File: src/design/pbw_pkg.sv
// Shared types and codes for the protobuf wire field parser.
`default_nettype none

package pbw_pkg;

    typedef enum logic [2:0] {
        PH_KEY     = 3'd0,
        PH_VALUE   = 3'd1,
        PH_LENGTH  = 3'd2,
        PH_SKIP    = 3'd3,
        PH_PAYLOAD = 3'd4,
        PH_ERROR   = 3'd5
    } phase_t;

    localparam logic [2:0] ST_OK        = 3'd0;
    localparam logic [2:0] ST_TRUNCATED = 3'd1;
    localparam logic [2:0] ST_TOO_LONG  = 3'd2;
    localparam logic [2:0] ST_ZERO_KEY  = 3'd3;
    localparam logic [2:0] ST_BAD_TYPE  = 3'd4;

    localparam logic [2:0] WT_VARINT  = 3'd0;
    localparam logic [2:0] WT_FIXED64 = 3'd1;
    localparam logic [2:0] WT_LENDELIM = 3'd2;
    localparam logic [2:0] WT_FIXED32 = 3'd5;

    localparam logic [3:0] VARINT_MAX_BYTES = 4'd10;

    typedef struct packed {
        logic [7:0] data_byte;
        logic       message_last;
    } in_word_t;

    typedef struct packed {
        logic        payload_valid;
        logic [7:0]  payload_byte;
        logic        field_done;
        logic [31:0] field_number;
        logic [2:0]  wire_type;
        logic [63:0] field_value;
        logic        message_done;
        logic [2:0]  status;
    } out_word_t;

    typedef struct packed {
        phase_t      phase;
        logic [63:0] acc;
        logic [3:0]  count;
        logic [31:0] field_number;
        logic [2:0]  wire_type;
        logic [63:0] remaining;
        logic [2:0]  error_code;
    } parse_state_t;

    localparam parse_state_t STATE_RESET = '{
        phase:        PH_KEY,
        acc:          64'd0,
        count:        4'd0,
        field_number: 32'd0,
        wire_type:    3'd0,
        remaining:    64'd0,
        error_code:   ST_OK
    };

endpackage

`default_nettype wire

File: src/design/pbw_decode.sv
// Per-byte decode: next parser state and result word from current state and one input word.
`default_nettype none

module pbw_decode
    import pbw_pkg::*;
(
    input  parse_state_t state,
    input  in_word_t     word,
    output parse_state_t state_next,
    output out_word_t    result,
    output logic         has_result
);

    logic [63:0] chunk;
    logic [6:0]  shamt;
    logic [63:0] acc_take;
    logic [3:0]  count_inc;
    logic        v_done;
    logic        v_long;
    logic [63:0] remaining_dec;
    parse_state_t nxt;
    logic        fd;
    logic [63:0] fval;

    function automatic parse_state_t set_error(parse_state_t s, logic [2:0] code);
        parse_state_t r;
        r            = s;
        r.error_code = code;
        r.phase      = PH_ERROR;
        r.acc        = 64'd0;
        r.count      = 4'd0;
        return r;
    endfunction

    // 7 data bits per varint byte; past ten bytes nothing is merged
    assign shamt     = 7'(state.count) * 7'd7;
    assign chunk     = (state.count < VARINT_MAX_BYTES)
                       ? ({57'd0, word.data_byte[6:0]} << shamt) : 64'd0;
    assign acc_take  = state.acc | chunk;
    assign count_inc = state.count + 4'd1;
    assign v_done    = !word.data_byte[7];
    assign v_long    = word.data_byte[7] && (count_inc >= VARINT_MAX_BYTES);
    assign remaining_dec = state.remaining - 64'd1;

    always_comb
    begin
        nxt  = state;
        fd   = 1'b0;
        fval = 64'd0;
        result = '0;
        case (state.phase)
            PH_KEY:
            begin
                nxt.acc   = acc_take;
                nxt.count = count_inc;
                if (v_long)
                begin
                    nxt = set_error(nxt, ST_TOO_LONG);
                end
                else if (v_done)
                begin
                    nxt.acc   = 64'd0;
                    nxt.count = 4'd0;
                    if (acc_take == 64'd0)
                    begin
                        nxt = set_error(nxt, ST_ZERO_KEY);
                    end
                    else
                    begin
                        nxt.field_number = acc_take[34:3];
                        nxt.wire_type    = acc_take[2:0];
                        case (acc_take[2:0])
                            WT_VARINT:   nxt.phase = PH_VALUE;
                            WT_LENDELIM: nxt.phase = PH_LENGTH;
                            WT_FIXED64:
                            begin
                                nxt.remaining = 64'd8;
                                nxt.phase     = PH_SKIP;
                            end
                            WT_FIXED32:
                            begin
                                nxt.remaining = 64'd4;
                                nxt.phase     = PH_SKIP;
                            end
                            default:     nxt = set_error(nxt, ST_BAD_TYPE);
                        endcase
                    end
                end
            end
            PH_VALUE:
            begin
                nxt.acc   = acc_take;
                nxt.count = count_inc;
                if (v_long)
                begin
                    nxt = set_error(nxt, ST_TOO_LONG);
                end
                else if (v_done)
                begin
                    fd        = 1'b1;
                    fval      = acc_take;
                    nxt.acc   = 64'd0;
                    nxt.count = 4'd0;
                    nxt.phase = PH_KEY;
                end
            end
            PH_LENGTH:
            begin
                nxt.acc   = acc_take;
                nxt.count = count_inc;
                if (v_long)
                begin
                    nxt = set_error(nxt, ST_TOO_LONG);
                end
                else if (v_done)
                begin
                    // length stays in acc and is reported when the payload ends
                    nxt.count = 4'd0;
                    if (acc_take == 64'd0)
                    begin
                        fd        = 1'b1;
                        nxt.phase = PH_KEY;
                    end
                    else
                    begin
                        nxt.remaining = acc_take;
                        nxt.phase     = PH_PAYLOAD;
                    end
                end
            end
            PH_SKIP:
            begin
                nxt.remaining = remaining_dec;
                if (remaining_dec == 64'd0)
                begin
                    fd        = 1'b1;
                    nxt.phase = PH_KEY;
                end
            end
            PH_PAYLOAD:
            begin
                result.payload_valid = 1'b1;
                result.payload_byte  = word.data_byte;
                nxt.remaining        = remaining_dec;
                if (remaining_dec == 64'd0)
                begin
                    fd        = 1'b1;
                    fval      = state.acc;
                    nxt.acc   = 64'd0;
                    nxt.phase = PH_KEY;
                end
            end
            default:
            begin
                // error phase and unused codes: swallow bytes
            end
        endcase

        result.field_done   = fd;
        result.field_number = fd ? nxt.field_number : 32'd0;
        result.wire_type    = fd ? nxt.wire_type : 3'd0;
        result.field_value  = fval;

        if (word.message_last)
        begin
            result.message_done = 1'b1;
            if (nxt.error_code != ST_OK)
                result.status = nxt.error_code;
            else if (nxt.phase != PH_KEY || nxt.count != 4'd0)
                result.status = ST_TRUNCATED;
            else
                result.status = ST_OK;
            nxt = STATE_RESET;
        end

        state_next = nxt;
        has_result = result.payload_valid || result.field_done || result.message_done;
    end

endmodule

`default_nettype wire

File: src/design/protobuf_wire_field_parser_core.sv
// Top level of the streaming protobuf wire field parser.
//
// Input channel msg: one word per cycle, a message byte plus a last-byte flag,
// moved when msg_valid is high and msg_stall is low.
// Output channel res: one result word per input word that has a field event, a
// payload byte or a message end; words with nothing to report are dropped.
// Throughput is one input word per cycle, sustained while res_stall is low; the
// byte decode is a single pass of logic from the input register into the result
// register, with the 64-bit remaining-length decrement as the longest path.
// A word accepted into the input register is decoded into the result register, which drives res.
// The result register and the input register give one word of slack: while a
// result waits under res_stall, an empty input register still takes one word;
// a full one raises msg_stall in the same cycle until the result is taken.
// Words that make no result still wait behind a stalled result, so the parser
// state follows input order exactly.
// Reset clears the parser state to awaiting a key and empties both registers.
// After the last byte of a message the parser returns to that state by itself.
`default_nettype none

module protobuf_wire_field_parser_core
    import pbw_pkg::*;
(
    input  wire logic      clk,
    input  wire logic      rst_n,
    input  wire logic      msg_valid,
    output logic           msg_stall,
    input  wire in_word_t  msg,
    output logic           res_valid,
    input  wire logic      res_stall,
    output out_word_t      res
);

    logic         in_valid_reg;
    in_word_t     in_word_reg;
    parse_state_t state_reg;
    parse_state_t state_next;
    out_word_t    out_word_reg;
    logic         out_valid_reg;
    out_word_t    dec_result;
    logic         dec_has_result;
    logic         adv;

    pbw_decode u_decode (
        .state      (state_reg),
        .word       (in_word_reg),
        .state_next (state_next),
        .result     (dec_result),
        .has_result (dec_has_result)
    );

    assign adv       = in_valid_reg && (!out_valid_reg || !res_stall);
    assign msg_stall = in_valid_reg && !adv;
    assign res_valid = out_valid_reg;
    assign res       = out_word_reg;

    always_ff @(posedge clk or negedge rst_n)
    begin
        if (!rst_n)
        begin
            in_valid_reg  <= 1'b0;
            out_valid_reg <= 1'b0;
            state_reg     <= STATE_RESET;
        end
        else
        begin
            if (msg_valid && !msg_stall)
                in_valid_reg <= 1'b1;
            else if (adv)
                in_valid_reg <= 1'b0;

            if (adv)
            begin
                state_reg     <= state_next;
                out_valid_reg <= dec_has_result;
            end
            else if (!res_stall)
            begin
                out_valid_reg <= 1'b0;
            end
        end
    end

    always_ff @(posedge clk)
    begin
        if (msg_valid && !msg_stall)
            in_word_reg <= msg;
        if (adv)
            out_word_reg <= dec_result;
    end

    a_error_coded: assert property (@(posedge clk) disable iff (!rst_n)
        state_reg.phase == PH_ERROR |-> state_reg.error_code != ST_OK)
        else $error("error phase without an error code");

    a_result_nonempty: assert property (@(posedge clk) disable iff (!rst_n)
        res_valid |-> (res.payload_valid || res.field_done || res.message_done))
        else $error("empty result word delivered");

    a_last_resets: assert property (@(posedge clk) disable iff (!rst_n)
        (adv && in_word_reg.message_last)
        |=> (state_reg.phase == PH_KEY && state_reg.count == 4'd0
             && state_reg.error_code == ST_OK))
        else $error("parser not back at key after last byte");

    a_status_on_end: assert property (@(posedge clk) disable iff (!rst_n)
        (res_valid && !res.message_done) |-> res.status == ST_OK)
        else $error("status set on a word that is not a message end");

    a_value_on_field: assert property (@(posedge clk) disable iff (!rst_n)
        (res_valid && !res.field_done) |-> res.field_value == 64'd0)
        else $error("field value without field done");

endmodule

`default_nettype wire

File: config.mk
export PLATFORM = sky130hd
export DESIGN_NAME = protobuf_wire_field_parser_core
export DESIGN_NICKNAME = d
export VERILOG_FILES = /design/src/design/pbw_pkg.sv /design/src/design/pbw_decode.sv /design/src/design/protobuf_wire_field_parser_core.sv
export SDC_FILE = /design/constraint.sdc
export NUM_CORES = 1
export LEC_CHECK = 0
export ABC_AREA = 1
export ABC_CLOCK_PERIOD_IN_PS = 5890
export BUFFER_PORTS_ARGS = -buffer_cell sky130_fd_sc_hd__buf_2
export CAP_MARGIN = 30
export CORE_MARGIN = 5
export CORE_UTILIZATION = 50
export DETAILED_ROUTE_END_ITERATION = 16
export GPL_ROUTABILITY_DRIVEN = 0
export HOLD_SLACK_MARGIN = 0.02
export PLACE_DENSITY = 0.68
export SYNTH_ARGS = -nofsm -noshare
export SYNTH_HDL_FRONTEND = slang
export SYNTH_SLANG_ARGS = --single-unit
File: constraint.sdc
create_clock -name clk -period 5.89 [get_ports clk]
set_clock_uncertainty 0.15 [all_clocks]
set_input_delay 1.767 -clock clk [delete_from_list [all_inputs] [get_ports clk]]
set_output_delay 1.767 -clock clk [all_outputs]
set_load 0.05 [all_outputs]
* Word-level counts from Yosys, hierarchy flattened
Cells that the tools add are included.
Word-level totals: register bits after elaboration 297, input port bits 13, output and inout port bits 115, word-level logic and storage cells 117
Operators by class: add/subtract/negate cells 2, $mul 1, order comparisons 2, equality and inequality tests 17, shift operators 1, multiplexer cells 47, bitwise gates (word level) 1, reductions and logical operators 27
Operators with widths (number):
- $mux 173 | 4
- $mux 64 | 8
- $pmux 64 s4 | 2
- $pmux 64 s2 | 2
- $mux 71 | 2
- $logic_not 64->1 | 2
- $pmux 39 s3 | 1
- $mux 67 | 1
- $or 64x64->64 | 1
- $shl 7x7->64 | 1
- $sub 64x1->64 const B | 1
- $mux 3 | 8
- $ne 3x3->1 const B | 6
- $pmux 3 s3 | 2
- $pmux 3 s5 | 1
- $mux 4 | 3
- $mux 1 | 11
- $reduce_and 10->1 | 1
- $eq 3x2->1 const B | 3
- $mux 9 | 1
- $reduce_bool 4->1 | 2
- $mul 4x3->7 const B | 1
- $eq 3x1->1 const B | 2
- $eq 3x3->1 const B | 2
- other kinds (18) | 30

* Depth between registers and ports, before layout
word-level depth 18, depth in mapped cells 21, gate-level depth less buffers 21

* By module
Synthesis repeated with hierarchy kept, for this count alone.
Second synthesis, totals: cell total of the unflattened synthesis 2858, area total of the unflattened synthesis 20166.8 um^2
Modules (own cells, without submodules):
- protobuf_wire_field_parser_core | times used 1, cells an instance 885, area an instance 10612.7 um^2, sequential area each 8042.7 um^2
- pbw_decode | times used 1, cells an instance 1973, area an instance 9554.2 um^2, sequential area each 0.0 um^2

* Least setup slack after synthesis
Ideal clock, no wire load.
path type input port to flip-flop, start input port res_stall, end register out_word_reg (netlist bit res[0]) (enable), library setup time 522 ps, arrival time 5823 ps, data required time 5218 ps, slack -604 ps, stages on the path 5, path buffers 2, cell sequence nand2_1 inv_1 nor2_1 clkbuf_1 clkbuf_1
Between the ends: longest elaborated chain between the ends 3
Ends and longest elaborated chain:
- start: declaration | line protobuf_wire_field_parser_core.sv:29 | input wire logic res_stall,
- $logic_not 1->1
- $logic_or 1x1->1 | line protobuf_wire_field_parser_core.sv:51 | assign adv = in_valid_reg && (!out_valid_reg || !res_stall);
- $logic_and 1x1->1 | line protobuf_wire_field_parser_core.sv:51
- net adv | line protobuf_wire_field_parser_core.sv:41 | logic adv;
- end signal: assignment | line protobuf_wire_field_parser_core.sv:88 | out_word_reg <= dec_result;
- end: declaration | line protobuf_wire_field_parser_core.sv:37 | out_word_t out_word_reg;
The timed path passes the listed nets, and every way through them passes these cells. A chain may end at the register's enable or synchronous reset.

* Worst setup path in the final report
start register state_reg[102] in the netlist's numbering, end register state_reg[53] in the netlist's numbering
Between the ends: longest elaborated chain between the ends 9, elaborated cells on any way between the ends 22, those cells by class add/sub (1); mul (1); order compare (2); eq/ne (7); shift (1); mux (6); bitwise (1); reduce/logical (3)
Ends and longest elaborated chain:
- start: declaration | line protobuf_wire_field_parser_core.sv:35 | parse_state_t state_reg;
- start signal: assignment | line protobuf_wire_field_parser_core.sv:73 | state_reg <= state_next;
- parallel branches: the longest is 9 deep, another holds $mul 4x3->7
Several ways; the timed one is not identified. The select of a mux whose other input is x is not followed.

==> flow_summary.toml <==
[sta]
finalHoldViolCount = 0
fmax_mhz = 224
finalSetupViolCount = 0
period_share_pct = 75.9
worst_pin_slew_ns = 1.03
drv_slew = 0
layout_min_cycle_time_ns = 4.47
fin_ws_ns = 1.42
fin_setup_tns_ns = 0
slew_headroom_pct = 31.4
rsz0062_at_grt = "no"

[critical_path]
critPathCaptureType = "flip-flop"
start_kind = "flip-flop"
r2r_start = "state_reg[102]"
path_max_fanout = 38
crit_type = "flip-flop to flip-flop"
r2r_cells = 15
arrival_ns = 4.76
timing.rr.end = "state_reg[53]"
worst-endpoint-required_ns = 6.18
reg2reg_slack_ns = 1.42

[synth]
synth_seq_cells = 297
ys.flop_type = "dfrtp_1"
yosys_warnings = 0
yosysSeqAreaShare_pct = 46.5
syn-num-nets = 2293
syn_area_um2 = 17300
synth_cell_types = 42
synthCells = 2276
synth_edf_count = 122
async_flop_share_pct = 58.9
avgSynthCellArea_um2 = 7.60

[grt]
busiest_layer = "met2"
met1_usage_pct = 42.5
antenna_found_initial = 1
grt-ovfl-total = 0
use_met2_pct = 46.1
use_met3_pct = 7.21
track_usage_pct = 30.3
grt_pass1_vias = 15645
grt_max_degree = 144
grt_pass1_wl_um = 92100

[drt]
dr.pass1.iters = 6
drc = 0
via_count = 16956
drt_iter0_markers = 2563
ant_nets = 0
avgViaCountPerCell = 5.97
wl_um = 59800
avgRoutedWirePerCell_um = 21.0

[min_path]
min-delay-start = "state_reg[120]"
whs_path_depth = 2
holdPathEnd = "state_reg[120]"
worstHoldPathType = "flip-flop to flip-flop"

[cts]
htreeDepth = 2
cts_buffers = 35
cts.hold.buffers_added = 0
clkLatencyLatePin_ns = 0.53
cts_buffer_depth = 3
cts_tree = "built"
postCtsSetupBuffers = 0
cts_sinks = 297
clockRootBuffer = "clkbuf_16"
ctsResizeCount = 0
clk_pin_slew_worst_paths_ns = 0.06

[layout]
largest_reg_flops = 173
drive_gt1_share_pct = 12.1
final_cell_mix = "572 x nand2_1, 256 x inv_1, 238 x nor2_1, 175 x dfrtp_1, 149 x o21ai_1"
nets = 2377
area_growth_pct = 12.4
diodes = 0
fillers = 3276
layout_commonest_cell = "nand2_1"

[floorplanning]
fp.dieH_um = 196
core_region_area_um2 = 34400
start_util_pct = 50.3
io_pins = 128
die_x_um = 196
die_area_um2 = 38400
row_count = 68

[placed_design]
numPortBuffers = 127
hpwl_um = 41100
post-place-ws_ns = 1.27

[status]
status = "complete, no violations"

[flow_run]
maxCapViolations = 0
==> routing by layer <==
layer,up-vias,routed length (um)
li1,7784,-
met1,7969,23600
met4,2,2580
met2,1028,26400
met5,-,1
met3,173,7220
==> worst max path at each step <==
stage | to | startpoint | slack (ns) | cells past startpoint
CTS | state_reg[53] | state_reg[102] | 1.57 | 15
detailed placement | state_reg[53] | res_stall | 1.27 | 10
global route | state_reg[49] | state_reg[102] | 1.21 | 15
global placement | state_reg[63] | res_stall | 1.40 | 10
finish | state_reg[53] | state_reg[102] | 1.42 | 15
floorplan | res[0] | res_stall | 1.18 | 5
==> cell families after synthesis <==
family / count (synthesis) / synth area share, %
XOR/XNOR: 7 / 0.355
adder cells (fa/ha/maj): 4 / 0.289
buffers and inverters: 381 / 9.37
flip-flops: 297 / 46.5
AO/OA/AOI/OAI: 413 / 12.9
AND/OR/NAND/NOR: 1174 / 30.6
==> worst max-delay path, stage by stage, from the launching register on <==
cell     delay, ns
dfrtp_1       0.46
inv_2         0.26
nand3_1       0.33
o21ai_0       0.69
nor2_1        0.12
nand3_1       0.10
nor2_1        0.04
nand2_1       0.06
nor2_1        0.06
nand2_1       0.11
nand2_1       0.10
o22ai_2       0.14
nand3_2       0.57
inv_2         0.87
nand2_1       0.14
o21ai_1       0.11
==> metrics by stage <==
stage | utilization (%) | hold WS (ns) | area, um^2 | std cells
6_report | 56.5 | 0.321 | 19400 | 2842
5_1_grt | 56.5 | 0.334 | 19400 | 2842
4_1_cts | 56.5 | 0.323 | 19400 | 2842
3_5_place_dp | 53.0 | 0.308 | 18200 | 2778
3_3_place_gp | 52.9 | 0.303 | 18200 | 2776
2_1_floorplan | - | 0.292 | 17300 | 2276
==> area by class of cell <==
cell class | instances | area (um^2) | area share, %
clock buffers | 43 | 977 | 5.03
clock inverters | 21 | 229 | 1.18
inverters | 270 | 1010 | 5.22
multi-input cells | 1598 | 7680 | 39.5
flip-flops and latches | 297 | 8040 | 41.4
well taps | 455 | 569 | 2.93
repair buffers | 158 | 920 | 4.73
==> cells in the mapped netlist, types with 3 or more instances <==
cell,instances,area share [%]
nor4_1,5,0.18
nor3b_1,12,0.52
nand2_1,573,12
xor2_1,7,0.35
nor3_1,64,1.9
clkbuf_1,65,1.4
a21oi_1,53,1.5
nand2_4,4,0.26
inv_1,256,5.6
o22ai_1,67,2.4
and3_1,63,2.3
ha_1,4,0.29
a22oi_1,21,0.91
nand2_2,7,0.25
dfrtp_1,175,25
inv_2,11,0.24
nor2_1,241,5.2
edfxtp_1,122,21
buf_4,6,0.26
o21ai_0,116,3.4
and2_1,3,0.11
buf_2,20,0.58
nor2_4,10,0.65
nor2_2,19,0.69
clkinv_1,3,0.065
nand3_2,4,0.23
o21ai_1,149,4.3
nand3_1,80,2.3
buf_6,19,1.2
nand4_1,82,3.0
Power is left out: the tool's default activity adds up to more than one toggle a clock period on the data nets, which glitch-free logic cannot reach.
